[config.mk]
export PLATFORM = sky130hd
export DESIGN_NAME = ipid_ctrl
export DESIGN_NICKNAME = d
export VERILOG_FILES = /design/src/ipid_pkg.sv /design/src/ipid_ctrl.sv
export SDC_FILE = /design/constraint.sdc
export NUM_CORES = 1
export LEC_CHECK = 0
export ABC_AREA = 1
export BUFFER_PORTS_ARGS = -buffer_cell sky130_fd_sc_hd__buf_2
export CORE_AREA = 2 2 39 41
export CTS_CLUSTER_DIAMETER = 100
export CTS_CLUSTER_SIZE = 8
export DETAILED_ROUTE_END_ITERATION = 8
export DIE_AREA = 0 0 41 43
export GPL_TIMING_DRIVEN = 0
export PLACE_DENSITY_LB_ADDON = 0.05
export SLEW_MARGIN = 10
export SYNTH_ARGS = -nofsm -noshare
export SYNTH_HDL_FRONTEND = slang
export SYNTH_SLANG_ARGS = --single-unit
[constraint.sdc]
create_clock -name clk -period 1 [get_ports clk]
set_clock_uncertainty 0.15 [all_clocks]
set_input_delay 0.1 -clock clk [delete_from_list [all_inputs] [get_ports clk]]
set_output_delay 0.1 -clock clk [all_outputs]
set_load 0.02 [all_outputs]
[src/ipid_pkg.sv]
package ipid_pkg;

  // fixed widths of the loop
  localparam int TEMP_W  = 16;
  localparam int SP_W    = 8;
  localparam int COEF_W  = 32;
  localparam int ERR_W   = 24;
  localparam int ACC_W   = 48;
  localparam int DRIVE_W = 20;
  localparam int PROD_W  = COEF_W + ERR_W;
  localparam int SUM_W   = PROD_W + 2;
  localparam int CFG_IDX_W  = 4;
  localparam int CFG_DATA_W = 32;

  localparam int COEF_FRAC_BITS_DEF = 16;

  // register reset values
  localparam logic [SP_W-1:0]          SETPOINT_RST   = 8'd37;
  localparam logic signed [COEF_W-1:0] COEF_CUR_RST   = 32'sd1508311;
  localparam logic signed [COEF_W-1:0] COEF_PREV_RST  = -32'sd2030633;
  localparam logic signed [COEF_W-1:0] COEF_BPREV_RST = 32'sd524288;

  // drive limits in q4.16
  localparam logic [DRIVE_W-1:0] DRIVE_ONE  = 20'd65536;
  localparam logic [DRIVE_W-1:0] DRIVE_NINE = 20'd589824;
  localparam logic [DRIVE_W-1:0] DRIVE_TEN  = 20'd655360;

  typedef enum logic [CFG_IDX_W-1:0] {
    REG_SETPOINT   = 4'd0,
    REG_COEF_CUR   = 4'd1,
    REG_COEF_PREV  = 4'd2,
    REG_COEF_BPREV = 4'd3
  } cfg_reg_t;

  typedef enum logic [1:0] {
    MUL_CUR   = 2'd0,
    MUL_PREV  = 2'd1,
    MUL_BPREV = 2'd2
  } mul_sel_t;

  // controller to datapath commands
  typedef struct packed {
    logic     load;       // capture the new error
    logic     mul_en;     // register one product
    mul_sel_t mul_sel;
    logic     sum_first;  // sum takes the product
    logic     sum_add;    // sum adds the product
    logic     round;      // scale the sum to q16.16
    logic     sat;        // saturating update, shift error history
    logic     clamp;      // clamp into the drive range
    logic     emit;       // load the result register
    logic     upd;        // updated flag for the beat
  } ipid_cmd_t;

endpackage

[src/ipid_ctrl.sv]
module ipid_ctrl (
  input  logic                clk,
  input  logic                rst,
  input  logic                in_valid,
  input  logic                sample_valid,
  output logic                in_stall,
  output logic                out_valid,
  input  logic                out_stall,
  output ipid_pkg::ipid_cmd_t cmd
);

  typedef enum logic [3:0] {
    S_IDLE, S_MUL0, S_MUL1, S_MUL2, S_SUM, S_ROUND, S_SAT, S_CLAMP, S_EMIT
  } state_t;

  state_t state;
  logic   upd;
  logic   in_take;
  logic   out_free;

  assign in_stall = (state != S_IDLE);
  assign in_take  = in_valid && !in_stall;
  assign out_free = !(out_valid && out_stall);

  always_comb begin
    cmd         = '0;
    cmd.mul_sel = ipid_pkg::MUL_CUR;
    cmd.upd     = upd;
    unique case (state)
      S_IDLE:  cmd.load = in_take && sample_valid;
      S_MUL0:  cmd.mul_en = 1'b1;
      S_MUL1: begin
        cmd.mul_en    = 1'b1;
        cmd.mul_sel   = ipid_pkg::MUL_PREV;
        cmd.sum_first = 1'b1;
      end
      S_MUL2: begin
        cmd.mul_en  = 1'b1;
        cmd.mul_sel = ipid_pkg::MUL_BPREV;
        cmd.sum_add = 1'b1;
      end
      S_SUM:   cmd.sum_add = 1'b1;
      S_ROUND: cmd.round = 1'b1;
      S_SAT:   cmd.sat = 1'b1;
      S_CLAMP: cmd.clamp = 1'b1;
      S_EMIT:  cmd.emit = out_free;
      default: ;
    endcase
  end

  always_ff @(posedge clk) begin
    if (rst) begin
      state     <= S_IDLE;
      upd       <= 1'b0;
      out_valid <= 1'b0;
    end else begin
      // a new beat wins over the one just taken
      if (state == S_EMIT && out_free) out_valid <= 1'b1;
      else if (out_valid && !out_stall) out_valid <= 1'b0;
      unique case (state)
        S_IDLE: begin
          if (in_take) begin
            upd   <= sample_valid;
            state <= sample_valid ? S_MUL0 : S_EMIT;
          end
        end
        S_MUL0:  state <= S_MUL1;
        S_MUL1:  state <= S_MUL2;
        S_MUL2:  state <= S_SUM;
        S_SUM:   state <= S_ROUND;
        S_ROUND: state <= S_SAT;
        S_SAT:   state <= S_CLAMP;
        S_CLAMP: state <= S_EMIT;
        S_EMIT: begin
          if (out_free) state <= S_IDLE;
        end
        default: state <= S_IDLE;
      endcase
    end
  end

endmodule

# Word level (Yosys, flattened, before mapping)
# Index checks and enable logic that the tools add are counted.
[word_totals] output_inout_bits=13 input_bits=5 word_cells=43 ff_bits=6
[classes] n_mux=15 reduce_logical=15 n_eq_ne=10
[op_table] op="one-hot mux 4 bit (9 select lines)" count=1
[op_table] op="== test 4 x 3 -> 1 bit (second input constant)" count=4
[op_table] op="2-to-1 mux 4 bit" count=3
[op_table] op="2-to-1 mux 1 bit" count=10
[op_table] op="== test 4 x 2 -> 1 bit (second input constant)" count=2
[op_table] op="logical AND 1 bit" count=5
[op_table] op="== test 4 x 1 -> 1 bit (second input constant)" count=1
[op_table] op="== test 4 bit (second input constant)" count=1
[op_table] op="logical NOT 4 bit" count=1
[op_table] op="inequality test 2 bit (second input constant)" count=2
[op_table] op="one-hot mux 2 bit (2 select lines)" count=1
[op_table] op="AND reduction 2 bit" count=2
[op_table] op="nonzero test 4 bit" count=1
[op_table] op="logical NOT 1 bit" count=3
[op_table] op="OR reduction 3 bit" count=1
[op_table] op="nonzero test 2 bit" count=1
[op_table] op="OR reduction 2 bit" count=1

# Longest topological paths before layout
# Gate-level depths: netlist of run 1.
[depth] word_depth=5 ltp_mapped=6 mapped_depth_nobuf=6

# Worst setup path after synthesis of run 1
# OpenSTA, ideal clock, no wires.
[synth_path] kind="flip-flop to output port" startpoint="register state[3]" endpoint="output cmd[7] in the netlist's numbering" t_arrival_ps=1111 required_time_ps=750 n_path_buf=1 slack_ps=-361 stages_incl_launch_ff=5 cell_sequence="dfxtp_1 nor2_4 inv_1 nor2_1 buf_4"
[synth_rtl] item="start, declared" line="ipid_ctrl.sv:16" text="state_t state;"
[synth_rtl] item="start signal, assigned" line="ipid_ctrl.sv:64" text="state <= sample_valid ? S_MUL0 : S_EMIT;"
[synth_rtl] item="end, declared" line="ipid_ctrl.sv:9" text="output ipid_pkg::ipid_cmd_t cmd"

==> flow_summary_export.csv, run 1 <==
group,metric,value,unit
clock_tree,clock_path_buffers,2,
hold_path,min-delay-start,"out_stall",
clock_tree,numCtsBuffers,3,
hold_path,whs_endpoint,"out_valid",
sta,setup-violations-final,17,
worst_setup_path,cp-end-kind,"output pin",
run,maxCapViolations,0,
clock_tree,cts_sinks,6,
worst_setup_path,worstPathMaxFanout,5,
cells_and_area,fin_nets,95,
cells_and_area,ff_latch_area,136,sq um
worst_setup_path,r2r_cells,7,
sta,slew_headroom,87.2,%
sta,fin_crit_sh,145,%
sta,fmax,691,MHz
floorplanning,start_util,26.8,%
cells_and_area,drive_gt1_share,68.5,%
detailed_routing,drtIter0Drc,7,
yosys,syn_inst,57,
detailed_routing,drtPass1Iterations,4,
yosys,synth_seq_cells,6,
sta,slew_violations,0,
cells_and_area,area_delta_synth_final,103,%
hold_path,worstHoldPathCells,3,
floorplanning,die_x,41,um
cells_and_area,finish.utilization,54.2,%
detailed_routing,wire_per_inst,10.3,um
sta,holdWs,0.00361,ns
yosys,synth.net_count,62,
yosys,synth_seq_area_share,32.4,%
cells_and_area,fillers,129,
cells_and_area,diodes,0,
global_route,grt_start_max_net_pins,7,
global_route,grt_pass1_vias,406,
place,port_buffers,17,
global_route,grt_pass1_wl,1.55,mm
worst_setup_path,rrSetupSlack,-0.28,ns
detailed_routing,drc,0,
worst_setup_path,cpMaxStageDelayCell,"dfxtp_4",
detailed_routing,via_per_inst,4.50,
clock_tree,cts_tree,"yes",
clock_tree,path_clk_slew,0.05,ns
global_route,track_usage,13.8,%
global_route,antenna_found_initial,0,
yosys,yosys_warnings,0,
detailed_routing,wl,1.08,mm
yosys,ys_types,15,
sta,hold_viol_final,0,
place,gp_congestion,0.772,
floorplanning,core,0.00138,sq mm
worst_setup_path,crit_required,0.75,ns
run_status,violations,"negative setup slack",
hold_path,min_path_type,"in2reg",
power,cellLeakagePower,0.000387,uW
worst_setup_path,rr_startpoint,"state[0]",
detailed_routing,final_antenna_net_count,0,
sta,rsz0062_at_grt,"true",
worst_setup_path,crit_chain,"nor2_4 > nand2_4 > nor2_4 > nand2_2 > inv_2 > buf_6",
worst_setup_path,arrival,1.20,ns
worst_setup_path,max_stage_delay,0.35,ns
place,hpwl,645,um
sta,worst_pin_slew,0.191,ns
floorplanning,num_rows,14,
worst_setup_path,regToRegEndpoint,"state[0]",
global_route,grt_overflow,0,
power,pwr_density_cell,1090,mW/mm^2
floorplanning,dieArea,0.00176,sq mm
worst_setup_path,critPathKind,"reg2out",
power,total_power,816,uW
clock_tree,clock_latency,0.25,ns
cells_and_area,multi_input_area,274,sq um
yosys,synth_area,370,sq um
clock_tree,cts_max_level,1,
worst_setup_path,cpMostUsedCell,"nor2_4",
worst_setup_path,start_kind,"flop",
yosys,syn-mean-instance-area,6.50,sq um
sta,finalCriticalPeriod,1.45,ns
floorplanning,ioPinCount,18,
sta,setup_ws,-0.448,ns
floorplanning,fp.dieH,43,um
detailed_routing,via_count,472,
clock_tree,cts-root-buf,"clkbuf_4",
power,peakVddDrop,0.000637,V
run_status,outcome,"finished with violations",
[stage by stage]
step	instance area (sq um)	setup WS, ns	instances	TNS, ns
finish	751	-0.448	105	-5.49
global route	751	-0.512	105	-6.48
CTS	696	-0.470	102	-5.49
detailed placement	526	-0.259	90	-2.33
global placement	526	-0.260	90	-2.36
floorplan	420	-0.116	57	-0.820
[final cells by class]
class / instances / area share [%]
Buffer: 1 / 1.50
Clock buffer: 4 / 3.50
Inverter: 12 / 6.00
Multi-Input combinational cell: 37 / 36.5
Sequential cell: 6 / 18.2
Tap cell: 16 / 2.67
Timing Repair Buffer: 29 / 31.7
[flip-flops by register name (all words and copies together) (netlist names)]
signal / count
out_valid: 1
state: 4
upd: 1
[worst max-delay path: cells and delay by family, from the launching register on]
kind	cells	cell delay, ns
buf+inv	2	0.15
flops	1	0.35
simple gates	4	0.44
[per-layer routing]
layer  routed length [um]  global-route usage (%)  up-vias
met5                    0                       0        -
met3                   48                    5.24        4
met2                  595                    20.9       14
met4                   23                    11.3        0
li1                     -                       -      237
met1                  416                    13.9      217
[logic make-up (layout without fill, tap and decap cells)]
group | after synthesis | in the layout | share of synthesized area, %
and+or+nand+nor | 29 | 29 | 40.2
buffers and inverters | 14 | 46 | 16.2
AOI/OAI and AO/OA | 8 | 8 | 11.1
DFF | 6 | 6 | 32.4
[synth_stat cells]
cell type  count  area share [%]
nor2_1         9             9.1
nand3_1        3             4.1
o21ai_0        2             2.7
nand2_4        1             3.0
a21oi_1        4             5.4
nor2_4         3             9.1
nand2_1       10              10
dfxtp_1        6              32
inv_1         12              12
o21ai_1        1             1.4
a31oi_1        1             1.7
nor2_2         1             1.7
buf_4          2             4.1
nor3_1         1             1.4
nand2_2        1             1.7
[power breakdown]
group          internal (uW)  total, uW  switching, uW  leakage, uW
Combinational            150        305            155     0.000320
Clock                    151        244           92.7    0.0000150
Sequential               251        267           16.2    0.0000523
[repair_timing]
| item | in CTS | in global routing |
|---|---|---|
| setup buffers | 7 | 4 |
| resized for setup | 25 | 10 |
| pin swaps | 3 | 4 |
| hold buffers | 1 | 0 |
| endpoints found under the hold margin | 6 | 0 |
| endpoints found under the setup margin | 18 | 19 |
[how the worst max path moves through the flow]
| stage | from | end | slack [ns] | cells past startpoint |
|---|---|---|---|---|
| global route | state[0] | cmd[10] | -0.51 | 6 |
| detailed placement | state[1] | cmd[1] | -0.26 | 4 |
| finish | state[0] | cmd[10] | -0.45 | 6 |
| floorplan | state[2] | cmd[7] | -0.12 | 4 |
| global placement | state[1] | cmd[1] | -0.26 | 4 |
| CTS | state[1] | cmd[10] | -0.47 | 6 |
[layout by cell type, fill, tap and decap left out]
cell type / synthesis / routed
nor2_4: 3 / 7
a21oi_1: 4 / 2
nor3_4: 0 / 1
inv_2: 0 / 5
buf_6: 0 / 9
nor2_1: 9 / 6
nand2_1: 10 / 6
buf_2: 0 / 5
dfxtp_2: 0 / 1
dfxtp_4: 0 / 4
nand3_1: 3 / 2
nand2_4: 1 / 2
o21ai_1: 1 / 2
dfxtp_1: 6 / 1
clkbuf_4: 0 / 3
a21oi_2: 0 / 2
o21ai_4: 0 / 1
nand2_2: 1 / 4
clkbuf_1: 0 / 1
a31oi_2: 0 / 1
nand3_2: 0 / 1
buf_4: 2 / 15
dlygate4sd3_1: 0 / 1
inv_1: 12 / 7
Note: power is estimated with default switching activity, not from simulation.
==> run 2: changes to the inputs <==
clock period = 1.6 ns   (was 1 ns; I/O delays follow)
==> flow_summary_export.csv, run 2 (synthesis gave the netlist of run 1 again) <==
group,metric,value,unit
run_status,outcome,"finished, final reports clean",
worst_setup_path,max_stage_delay,0.35,ns
global_route,grt_pass1_vias,309,
power,switching_power,133,uW
global_route,grt_overflow,0,
cells_and_area,fin_nets,88,
floorplanning,die_x,41,um
clock_tree,cts_sinks,6,
sta,worst_pin_slew,0.235,ns
sta,rsz0062_at_grt,"true",
sta,finalCriticalPeriod,1.55,ns
run,maxCapViolations,0,
sta,fin_crit_sh,97.0,%
power,cellLeakagePower,0.000342,uW
sta,slew_violations,0,
worst_setup_path,worstPathMaxFanout,7,
sta,fmax,645,MHz
clock_tree,cts_tree,"yes",
power,power_frac_seq,38.6,%
cells_and_area,drive_gt1_share,46.9,%
hold_path,min_path_type,"in2reg",
cells_and_area,ff_latch_area,125,sq um
sta,setup-violations-final,0,
hold_path,min-delay-start,"rst",
place,gp_congestion,0.678,
global_route,antenna_found_initial,0,
global_route,grt_start_max_net_pins,8,
clock_tree,path_clk_slew,0.05,ns
clock_tree,cts-hold-fix-buffers,0,
sta,holdWs,0.00260,ns
cells_and_area,finish.utilization,40.2,%
sta,hold_viol_final,0,
floorplanning,start_util,26.8,%
hold_path,whs_endpoint,"state[3]",
worst_setup_path,cp-end-kind,"output pin",
detailed_routing,drtPass1Iterations,2,
clock_tree,clock_path_buffers,2,
power,p_int,300,uW
power,switching_share,30.8,%
cells_and_area,reg_top3,"state: 4 flops, out_valid: 1 flops, upd: 1 flops",
power,total_power,434,uW
sta,slew_headroom,84.3,%
hold_path,worstHoldPathCells,2,
worst_setup_path,r2r_cells,6,
worst_setup_path,crit_chain,"nor2_4 > nand2_4 > nor2_4 > nand2_2 > inv_2 > buf_6",
detailed_routing,wire_per_inst,8.48,um
floorplanning,core,0.00138,sq mm
cells_and_area,area_delta_synth_final,50.3,%
cells_and_area,final_common_cell,"buf_2",
detailed_routing,wl,823,um
global_route,grt_pass1_wl,1.24,mm
worst_setup_path,rrSetupSlack,0.35,ns
worst_setup_path,rr_startpoint,"state[1]",
power,peakVddDrop,0.000415,V
power,pwr_density_cell,779,mW/mm^2
worst_setup_path,critPathKind,"reg2out",
floorplanning,ioPinCount,18,
detailed_routing,via_per_inst,4.22,
clock_tree,clock_latency,0.24,ns
power,clock_power_share,31.5,%
detailed_routing,drtIter0Drc,4,
clock_tree,numCtsBuffers,3,
cells_and_area,layout_common_cells,"buf_2, inv_1, nand2_1, nor2_1, buf_4",
floorplanning,fp.dieH,43,um
place,hpwl,640,um
clock_tree,cts-root-buf,"clkbuf_4",
power,p_comb_share,29.8,%
worst_setup_path,cpMaxStageDelayCell,"dfxtp_4",
place,port_buffers,17,
cells_and_area,largest_register_ffs,4,
cells_and_area,diodes,0,
detailed_routing,drc,0,
cells_and_area,fillers,165,
worst_setup_path,start_kind,"flop",
worst_setup_path,crit_required,1.29,ns
detailed_routing,final_antenna_net_count,0,
clock_tree,cts_max_level,1,
worst_setup_path,regToRegEndpoint,"state[0]",
worst_setup_path,path_buf_inv,2,
cells_and_area,largest-register,"state",
worst_setup_path,cp_top_family,"simple AND/OR/NAND/NOR gates",
worst_setup_path,cpMostUsedCell,"nor2_4",
cells_and_area,multi_input_area,205,sq um
worst_setup_path,arrival,1.24,ns
floorplanning,dieArea,0.00176,sq mm
global_route,track_usage,11.0,%
floorplanning,num_rows,14,
detailed_routing,via_count,409,
[run 2: cell count changes in the layout (fill, tap and decap cells not counted), sizes merged]
cell,before,now
buf,29,23
clkbuf,4,3
dlygate4sd3,1,0
[run 2: per-stage QoR]
step	cell area (sq um)	setup TNS, ns	worst slack (ns)	instances
final	557	0	0.0487	97
after global placement	475	0	0.295	90
after detailed placement	475	0	0.303	90
after CTS	498	0	0.0371	93
after global routing	557	-0.0656	-0.0388	97
after floorplan	370	0	0.179	57
[run 2: power by group through the flow]
stage | Combinational, uW | Clock (uW) | Sequential (uW)
final | 129 | 137 | 168
after global routing | 144 | 155 | 168
after CTS | 107 | 144 | 167
after detailed placement | 107 | 0 | 170
after global placement | 108 | 0 | 170
after floorplan | 75.2 | 0 | 171
[run 2: cell type report]
cell class	instances	share of cell area (%)
well taps	16	3.60
plain buffers	2	2.70
repair buffers	21	22.2
inverters	12	8.09
clock buffers	3	4.04
flip-flops and latches	6	22.5
multi-input cells	37	36.9
[run 2: how the worst max path moves through the flow]
| stage | startpoint | endpoint | slack [ns] | cells after the start |
|---|---|---|---|---|
| final | state[1] | cmd[10] | 0.05 | 6 |
| after global routing | state[1] | cmd[10] | -0.04 | 6 |
| after CTS | state[3] | cmd[7] | 0.04 | 5 |
| after detailed placement | state[3] | cmd[7] | 0.30 | 5 |
| after global placement | state[3] | cmd[7] | 0.30 | 5 |
| after floorplan | state[3] | cmd[7] | 0.18 | 4 |
[run 2: worst register-to-register path: stages, from the launching register on]
cell     delay (ns)
dfxtp_4        0.35
nor2_4         0.23
nand2_4        0.09
nor2_4         0.12
buf_4          0.11
o21ai_1        0.06
nor2_1         0.08
[run 2: timing repair]
action | CTS | global route
endpoints found under the setup margin | 0 | 4
buffers inserted | 0 | 4
endpoints found under the hold margin | 0 | 0
gates resized for setup | 0 | 11
[run 2: metal layers]
metal	share of wire, %	global-route usage (%)	routed length, um	vias up
met5	0	0	0	-
met4	1.5	10.0	12	0
met3	8.4	5.24	69	2
met2	43	13.4	357	12
met1	47	13.5	383	172
li1	-	-	-	223
==> run 3: changes to the inputs <==
REMOVE_ABC_BUFFERS = 1   (was unset)
==> flow_summary_export.csv, run 3 (synthesis gave the netlist of run 1 again) <==
group,metric,value,unit
place,place_area,460,sq um
worst_setup_path,crit_required,1.29,ns
global_route,track_usage,11.1,%
worst_setup_path,max_stage_delay,0.37,ns
hold_path,min_path_type,"in2reg",
cells_and_area,final_area,500,sq um
sta,setup-violations-final,0,
floorplanning,start_util,26.8,%
clock_tree,cts_tree,"yes",
cells_and_area,final_common_cell,"buf_2",
floorplanning,dieArea,0.00176,sq mm
sta,slew_violations,0,
cells_and_area,largest_register_ffs,4,
global_route,grt_overflow,0,
sta,hold_viol_final,0,
floorplanning,num_rows,14,
clock_tree,clock_latency,0.24,ns
worst_setup_path,crit_chain,"inv_1 > nor2_4 > inv_1 > nor3_1 > buf_2",
worst_setup_path,cpMaxStageDelayCell,"dfxtp_1",
cells_and_area,diodes,0,
clock_tree,numCtsBuffers,3,
detailed_routing,final_antenna_net_count,0,
cells_and_area,reg_top3,"state: 4 flops, out_valid: 1 flops, upd: 1 flops",
sta,worst_pin_slew,0.208,ns
clock_tree,cts_max_level,1,
floorplanning,core,0.00138,sq mm
power,cellLeakagePower,0.000317,uW
worst_setup_path,critPathKind,"reg2out",
worst_setup_path,cp-end-kind,"output pin",
power,switching_power,125,uW
sta,fmax,658,MHz
worst_setup_path,arrival,1.21,ns
detailed_routing,via_count,396,
power,power_frac_seq,41.2,%
sta,fin_crit_sh,94.9,%
global_route,grt_pass1_wl,1.30,mm
clock_tree,path_clk_slew,0.04,ns
sta,fin_setup_tns,0,ns
run,maxCapViolations,0,
global_route,grt_start_max_net_pins,8,
power,pwr_density_cell,817,mW/mm^2
cells_and_area,finish.utilization,36.2,%
clock_tree,clock_path_buffers,2,
global_route,grt_pass1_vias,328,
sta,rsz0062_at_grt,"false",
clock_tree,cts-root-buf,"clkbuf_4",
cells_and_area,fin_nets,83,
detailed_routing,wire_per_inst,8.75,um
detailed_routing,drtPass1Iterations,2,
place,port_buffers,17,
floorplanning,fp.dieH,43,um
power,p_int,284,uW
cells_and_area,largest-register,"state",
power,p_comb_share,26.3,%
worst_setup_path,worstPathMaxFanout,4,
place,hpwl,668,um
sta,finalCriticalPeriod,1.52,ns
detailed_routing,drc,0,
clock_tree,cts_sinks,6,
power,clock_power_share,32.5,%
worst_setup_path,start_kind,"flop",
detailed_routing,wl,805,um
sta,slew_headroom,86.1,%
global_route,antenna_found_initial,0,
floorplanning,ioPinCount,18,
floorplanning,die_x,41,um
run_status,outcome,"finished, final reports clean",
clock_tree,cts-hold-fix-buffers,0,
power,peakVddDrop,0.000415,V
power,switching_share,30.6,%
cells_and_area,area_delta_synth_final,35.1,%
place,gp_congestion,0.673,
detailed_routing,drtIter0Drc,1,
detailed_routing,via_per_inst,4.30,
cells_and_area,layout_common_cells,"buf_2, inv_1, nand2_1, nor2_1",
worst_setup_path,cpMostUsedCell,"inv_1",
cells_and_area,drive_gt1_share,38.2,%
==> run 3: worst max-delay path: cells and delay by family, from the launching register on <==
family | cells | cell delay (ns)
buffers and inverters | 3 | 0.36
flip-flops | 1 | 0.37
AND/OR/NAND/NOR | 2 | 0.24
==> run 3: power by group through the flow <==
stage,Combinational (uW),Sequential (uW),Clock [uW]
after global placement,105,170,0
after CTS,105,167,142
after global routing,119,170,147
after floorplan,68.9,173,0
after detailed placement,105,170,0
final,108,169,133
==> run 3: per-layer routing <==
layer,global-route usage (%),wire [um],vias to the layer above
met4,4.00,0,0
met2,15.9,398,8
li1,-,-,212
met1,13.3,364,176
met3,6.28,42,0
met5,0,0,-
==> run 3: through the flow <==
| step | setup WS (ns) | cells | total power [uW] | hold WS [ns] |
|---|---|---|---|---|
| after global routing | 0.000164 | 92 | 436 | 0.0278 |
| after global placement | 0.286 | 88 | 275 | 0.271 |
| after CTS | 0.0247 | 91 | 415 | 0.00594 |
| after detailed placement | 0.288 | 88 | 275 | 0.262 |
| after floorplan | 0.187 | 55 | 242 | 0.0791 |
| final | 0.0808 | 92 | 409 | 0.00614 |
==> run 3: final timing paths <==
kind	start	to	slack, ns	depth (start not counted)
max	state[2]	cmd[4]	0.08	5
min reg2reg	upd	upd	0.32	2
max reg2reg	state[0]	state[1]	0.39	5
min	rst	state[3]	0.006	2
==> run 3: timing repair <==
item / 4_1_cts / 5_1_grt
buffers inserted: 0 / 1
endpoints found under the setup margin: 0 / 3
resized for setup: 0 / 4
==> run 3: final cells by class <==
cell class | instances | area (sq um)
tap | 16 | 20.0
clock buffer | 3 | 22.5
sequential | 6 | 123
fill | 160 | 883
inverter | 12 | 45.0
timing repair buffer | 18 | 95.1
multi-input combinational | 37 | 195
